<file path="config.mk">
export PLATFORM = sky130hd
export DESIGN_NAME = tpbbd_ctrl
export DESIGN_NICKNAME = d
export VERILOG_FILES = /design/src/sv/tpbbd_pkg.sv /design/src/sv/tpbbd_ctrl.sv
export SDC_FILE = /design/constraint.sdc
export NUM_CORES = 1
export LEC_CHECK = 0
export BUFFER_PORTS_ARGS = -buffer_cell sky130_fd_sc_hd__buf_2
export CAP_MARGIN = 10
export CORE_MARGIN = 2
export CORE_UTILIZATION = 43
export CTS_CLUSTER_DIAMETER = 100
export DETAILED_ROUTE_END_ITERATION = 8
export HOLD_SLACK_MARGIN = 0.12
export PLACE_DENSITY = 0.76
export SYNTH_ARGS = -nofsm -noshare
export SYNTH_HDL_FRONTEND = slang
export SYNTH_SLANG_ARGS = --single-unit
</file>
<file path="constraint.sdc">
create_clock -name clock -period 1.9 [get_ports clock]
set_input_delay 0.38 -clock clock [delete_from_list [all_inputs] [get_ports clock]]
set_output_delay 0.38 -clock clock [all_outputs]
set_load 0.02 [all_outputs]
</file>
<file path="src/sv/tpbbd_pkg.sv">
// ----------------------------------------------------------------------------
// tpbbd_pkg
// Shared types, constants and small tables of the three-pass box blur core.
// ----------------------------------------------------------------------------
package tpbbd_pkg;

   localparam int MAX_WIDTH_DEF  = 256;
   localparam int MAX_HEIGHT_DEF = 256;
   localparam int PASS_COUNT_DEF = 3;

   localparam int PIX_W        = 8;
   localparam int DIM_W        = 9;
   localparam int RAD_W        = 6;
   localparam int BRIGHT_W     = 9;
   localparam int CSR_IDX_W    = 2;
   localparam int CSR_DATA_W   = 9;
   localparam int PR_W         = 5;
   localparam int SUM_W        = 14;
   localparam int RECIP_W      = 18;
   localparam int RECIP_SHIFT  = 19;
   localparam int PROD_W       = SUM_W + RECIP_W;
   localparam int RADIUS_LIMIT = 50;
   localparam int BRIGHT_ONE   = 256;
   localparam int THIRD_MUL    = 171;
   localparam int THIRD_SHIFT  = 9;

   typedef enum logic [1:0] {
      OP_LOAD  = 2'd0,
      OP_RUN   = 2'd1,
      OP_FETCH = 2'd2,
      OP_NONE  = 2'd3
   } op_type;

   typedef enum logic [1:0] {
      CSR_WIDTH  = 2'd0,
      CSR_HEIGHT = 2'd1,
      CSR_RADIUS = 2'd2,
      CSR_BRIGHT = 2'd3
   } csr_idx_type;

   typedef enum logic [3:0] {
      ST_IDLE,
      ST_FETCH,
      ST_LINE,
      ST_INIT_RD,
      ST_INIT_ACC,
      ST_MUL,
      ST_WRITE,
      ST_SUB,
      ST_ADD,
      ST_DK_RD,
      ST_DK_WR,
      ST_DONE
   } state_type;

   typedef struct packed {
      logic load_we;
      logic fetch_rd;
      logic run_start;
      logic line_start;
      logic init_rd;
      logic init_acc;
      logic mul;
      logic wr_out;
      logic sub;
      logic add;
      logic line_next;
      logic phase_next;
      logic dk_start;
      logic dk_rd;
      logic dk_wr;
      logic rsp_pix;
      logic rsp_done;
   } cmd_type;

   typedef struct packed {
      logic k_done;
      logic x_last;
      logic line_last;
      logic pass_last;
      logic dk_last;
      logic rsp_free;
   } status_type;

   function automatic logic [PR_W-1:0] pass_radius(input logic [RAD_W-1:0] v);
      logic [RAD_W-1:0] c;
      logic [13:0]      p;
      logic [PR_W-1:0]  q;
      if (v == '0) c = RAD_W'(1);
      else if (v > RAD_W'(RADIUS_LIMIT)) c = RAD_W'(RADIUS_LIMIT);
      else c = v;
      p = 14'(c) * 14'(THIRD_MUL);
      q = p[THIRD_SHIFT +: PR_W];
      return (q == '0) ? PR_W'(1) : q;
   endfunction

   // ceil(2^19 / (2r+1))
   function automatic logic [RECIP_W-1:0] recip(input logic [PR_W-1:0] r);
      logic [RECIP_W-1:0] m;
      case (r)
         5'd2:    m = 18'd104858;
         5'd3:    m = 18'd74899;
         5'd4:    m = 18'd58255;
         5'd5:    m = 18'd47663;
         5'd6:    m = 18'd40330;
         5'd7:    m = 18'd34953;
         5'd8:    m = 18'd30841;
         5'd9:    m = 18'd27595;
         5'd10:   m = 18'd24967;
         5'd11:   m = 18'd22796;
         5'd12:   m = 18'd20972;
         5'd13:   m = 18'd19419;
         5'd14:   m = 18'd18079;
         5'd15:   m = 18'd16913;
         5'd16:   m = 18'd15888;
         default: m = 18'd174763;
      endcase
      return m;
   endfunction

endpackage

</file>
<file path="src/sv/tpbbd_ctrl.sv">
// ----------------------------------------------------------------------------
// tpbbd_ctrl
// Sequencer: request handshake, per-line blur steps, darken sweep, results.
// ----------------------------------------------------------------------------
module tpbbd_ctrl (
   input  logic                   clock,
   input  logic                   reset,
   input  logic                   req_valid,
   input  logic [1:0]             req_op,
   output logic                   req_ready,
   input  tpbbd_pkg::status_type  status,
   output tpbbd_pkg::cmd_type     cmd
);
   tpbbd_pkg::state_type state_ff, state_in;
   tpbbd_pkg::op_type    op;

   assign op = tpbbd_pkg::op_type'(req_op);

   always_ff @(posedge clock) begin
      if (reset) begin
         state_ff <= tpbbd_pkg::ST_IDLE;
      end else begin
         state_ff <= state_in;
      end
   end

   always_comb begin
      state_in  = state_ff;
      cmd       = '0;
      req_ready = 1'b0;
      unique case (state_ff)
         tpbbd_pkg::ST_IDLE: begin
            req_ready = (op == tpbbd_pkg::OP_LOAD) || (op == tpbbd_pkg::OP_NONE) ||
                        status.rsp_free;
            if (req_valid && req_ready) begin
               unique case (op)
                  tpbbd_pkg::OP_LOAD: cmd.load_we = 1'b1;
                  tpbbd_pkg::OP_FETCH: begin
                     cmd.fetch_rd = 1'b1;
                     state_in     = tpbbd_pkg::ST_FETCH;
                  end
                  tpbbd_pkg::OP_RUN: begin
                     cmd.run_start = 1'b1;
                     state_in      = tpbbd_pkg::ST_LINE;
                  end
                  default: ;
               endcase
            end
         end
         tpbbd_pkg::ST_FETCH: begin
            cmd.rsp_pix = 1'b1;
            state_in    = tpbbd_pkg::ST_IDLE;
         end
         tpbbd_pkg::ST_LINE: begin
            cmd.line_start = 1'b1;
            state_in       = tpbbd_pkg::ST_INIT_RD;
         end
         tpbbd_pkg::ST_INIT_RD: begin
            cmd.init_rd = 1'b1;
            state_in    = tpbbd_pkg::ST_INIT_ACC;
         end
         tpbbd_pkg::ST_INIT_ACC: begin
            cmd.init_acc = 1'b1;
            state_in     = status.k_done ? tpbbd_pkg::ST_MUL : tpbbd_pkg::ST_INIT_RD;
         end
         tpbbd_pkg::ST_MUL: begin
            cmd.mul  = 1'b1;
            state_in = tpbbd_pkg::ST_WRITE;
         end
         tpbbd_pkg::ST_WRITE: begin
            cmd.wr_out = 1'b1;
            state_in   = tpbbd_pkg::ST_SUB;
         end
         tpbbd_pkg::ST_SUB: begin
            cmd.sub  = 1'b1;
            state_in = tpbbd_pkg::ST_ADD;
         end
         tpbbd_pkg::ST_ADD: begin
            cmd.add = 1'b1;
            if (!status.x_last) begin
               state_in = tpbbd_pkg::ST_MUL;
            end else if (!status.line_last) begin
               cmd.line_next = 1'b1;
               state_in      = tpbbd_pkg::ST_LINE;
            end else if (!status.pass_last) begin
               cmd.phase_next = 1'b1;
               state_in       = tpbbd_pkg::ST_LINE;
            end else begin
               cmd.dk_start = 1'b1;
               state_in     = tpbbd_pkg::ST_DK_RD;
            end
         end
         tpbbd_pkg::ST_DK_RD: begin
            cmd.dk_rd = 1'b1;
            state_in  = tpbbd_pkg::ST_DK_WR;
         end
         tpbbd_pkg::ST_DK_WR: begin
            cmd.dk_wr = 1'b1;
            state_in  = status.dk_last ? tpbbd_pkg::ST_DONE : tpbbd_pkg::ST_DK_RD;
         end
         tpbbd_pkg::ST_DONE: begin
            cmd.rsp_done = 1'b1;
            state_in     = tpbbd_pkg::ST_IDLE;
         end
         default: state_in = tpbbd_pkg::ST_IDLE;
      endcase
   end
endmodule

</file>
==> out/metrics.yaml <==
die:
  initial_core_util: 0.445
  die-area_um2: 1620
  die_height_um: 40.2
  io_pins: 29
  coreArea_um2: 1270
  die_w_um: 40.2
  rows: 13
yosys:
  synth-async-reset-ratio: 0
  synth_edf_count: 0
  synth_top_cell_by_area: "dfxtp_1"
  syn_avg_cell_area_um2: 6.97
  ys_seq_elements: 4
  ys_warn_count: 0
  synth_top_area_share: 0.142
  synth_cells: 81
  ys_top_cells_by_area: "dfxtp_1 14%, nor2_1 12%, ha_1 6.7%"
  synth_common_cells: "18 x nor2_1, 7 x inv_1, 6 x nand2_1"
  synth_flop_cell: "dfxtp_1"
  syn_nets: 95
  synth_most_common_cell: "nor2_1"
  ys_seq_area_frac: 0.142
  synth_cell_types: 34
  synthesis.area_um2: 564
clocking:
  tritoncts: "built"
  clock_latency_ns: 0.23
  numCtsBuffers: 3
  clock-root-buffer: "clkbuf_4"
  clock_sinks: 4
  path_clk_slew_ns: 0.03
  cts_setup_buffers: 0
  cts_max_level: 1
  clk_path_buf_depth: 2
pwr:
  p_leak_nw: 0.397
  power_density_nw_per_um2: 361
  ir_drop_v: 0.000251
run:
  drv_cap: 0
place:
  dp_hpwl_um: 1020
  routabilityCongestion: 0.830
  place_ws_ns: 0.0792
  place_area_um2: 699
  port_buffers: 28
timing:
  setup_viol: 0
  period_share: 0.974
  worst_pin_slew_ns: 0.524
  fmax_mhz: 540
  drv_slew: 0
  hold_viol_final: 0
  worst_slack_ns: 0.0493
  final.setup_skew_ns: 0.00142
  fin_crit_ns: 1.85
  slew_headroom: 0.647
  holdWs_ns: 0.453
  finalSetupTns_ns: 0
route:
  drcViolationCount: 0
  avgViaCountPerCell: 4.98
  num_vias: 622
  drt_iter0_drc: 8
  wl_per_cell_um: 10.6
  first_pass_iters: 4
  ant_nets: 0
  drt_wl_total_um: 1320
critical_path:
  cp-start-kind: "input port"
  path_class: "in -> out"
  end_kind: "output pin"
  cp_max_fo: 3
  cp_data_arrival_time_ns: 1.47
  max_stage_delay_ns: 0.29
  crit_required_ns: 1.52
  cp_cell_sequence: "buf_2, inv_1, ha_1, nor2b_4, nand4b_1, nor2_1, buf_4"
  crit_slowest_cell: "ha_1"
  rrSetupSlack_ns: 0.53
cells_and_area:
  fin_nets: 126
  largest_reg_flops: 4
  synthToLayoutAreaGrowth_pct: 30.2
  reg_top3: "state_ff (4)"
  post-route-util: 0.579
  drive_above_1_share: 0.391
  diodes: 0
  regMostFlops: "state_ff"
  fillCellCount: 123
  final_area_um2: 734
grt:
  grt_pass1_wl_um: 1790
  grt_max_degree: 15
  first_global_vias: 468
  gr-usage-all-layers: 0.167
  overflow: 0
  antenna_found_initial: 0
outcome:
  status: "complete, no violations"
hold_path:
  hold_path.class: "in -> reg"
-- worst max-delay path, delay by kind of cell --
family                   cells  cell delay, ns
buffers and inverters        3            0.29
AND/OR/NAND/NOR              3            0.51
adder cells (fa/ha/maj)      1            0.29
-- placed cells by master (no fill, tap or decap), drive strengths merged, types with 2 or more instances in the layout --
| cell | Yosys | final |
|---|---|---|
| nand3 | 2 | 2 |
| a21oi | 3 | 3 |
| nor3 | 3 | 3 |
| nand2b | 3 | 3 |
| buf | 6 | 32 |
| nand2 | 6 | 6 |
| xor2 | 2 | 2 |
| nor3b | 4 | 4 |
| nor2 | 19 | 19 |
| nor2b | 2 | 2 |
| dfxtp | 4 | 4 |
| inv | 7 | 7 |
| clkbuf | 0 | 3 |
| o21ai | 3 | 3 |
| ha | 3 | 3 |
-- where the power goes --
part	total [W]	switching [W]	internal [W]
combinational	0.0000775	0.0000447	0.0000328
sequential	0.0000868	0.000000828	0.0000860
clock	0.000101	0.0000304	0.0000703
-- layout make-up --
| class | instances | area, um2 | area share |
|---|---|---|---|
| sequential | 4 | 80.1 | 0.109 |
| clock buffer | 3 | 22.5 | 0.0307 |
| multi-input combinational | 63 | 408 | 0.555 |
| inverter | 8 | 30.0 | 0.0409 |
| timing repair buffer | 32 | 175 | 0.239 |
| tap | 15 | 18.8 | 0.0256 |
-- timing repair --
| action | CTS | global route |
|---|---|---|
| hold buffers | 0 | 0 |
| endpoints found under the setup margin | 0 | 3 |
| gates resized for setup | 0 | 4 |
-- stage by stage --
step	std cells	power (W)
6_report	125	0.000265
5_1_grt	125	0.000281
4_1_cts	125	0.000265
3_5_place_dp	122	0.000160
3_3_place_gp	122	0.000158
2_1_floorplan	81	0.000135
-- metal layers --
metal	vias to the layer above	routed length [um]	track usage
li1	331	-	-
met2	19	647	0.294
met4	0	7	0.117
met1	270	597	0.184
met3	2	66	0.0167
met5	-	0	0
-- final timing paths --
kind | startpoint | to | cells after the start
max | req_op[0] | cmd[15] | 7
min | reset | state_ff[3] | 4
max reg2reg | state_ff[0] | state_ff[1] | 4
min reg2reg | state_ff[3] | state_ff[2] | 2
-- cells by family after synthesis --
| family | synth area share |
|---|---|
| buffers and inverters | 0.149 |
| AO/OA/AOI/OAI | 0.182 |
| flip-flops | 0.142 |
| adder cells (fa/ha/maj) | 0.0665 |
| AND/OR/NAND/NOR | 0.415 |
| XOR/XNOR | 0.0466 |
Note: power is estimated with default switching activity, not from simulation.
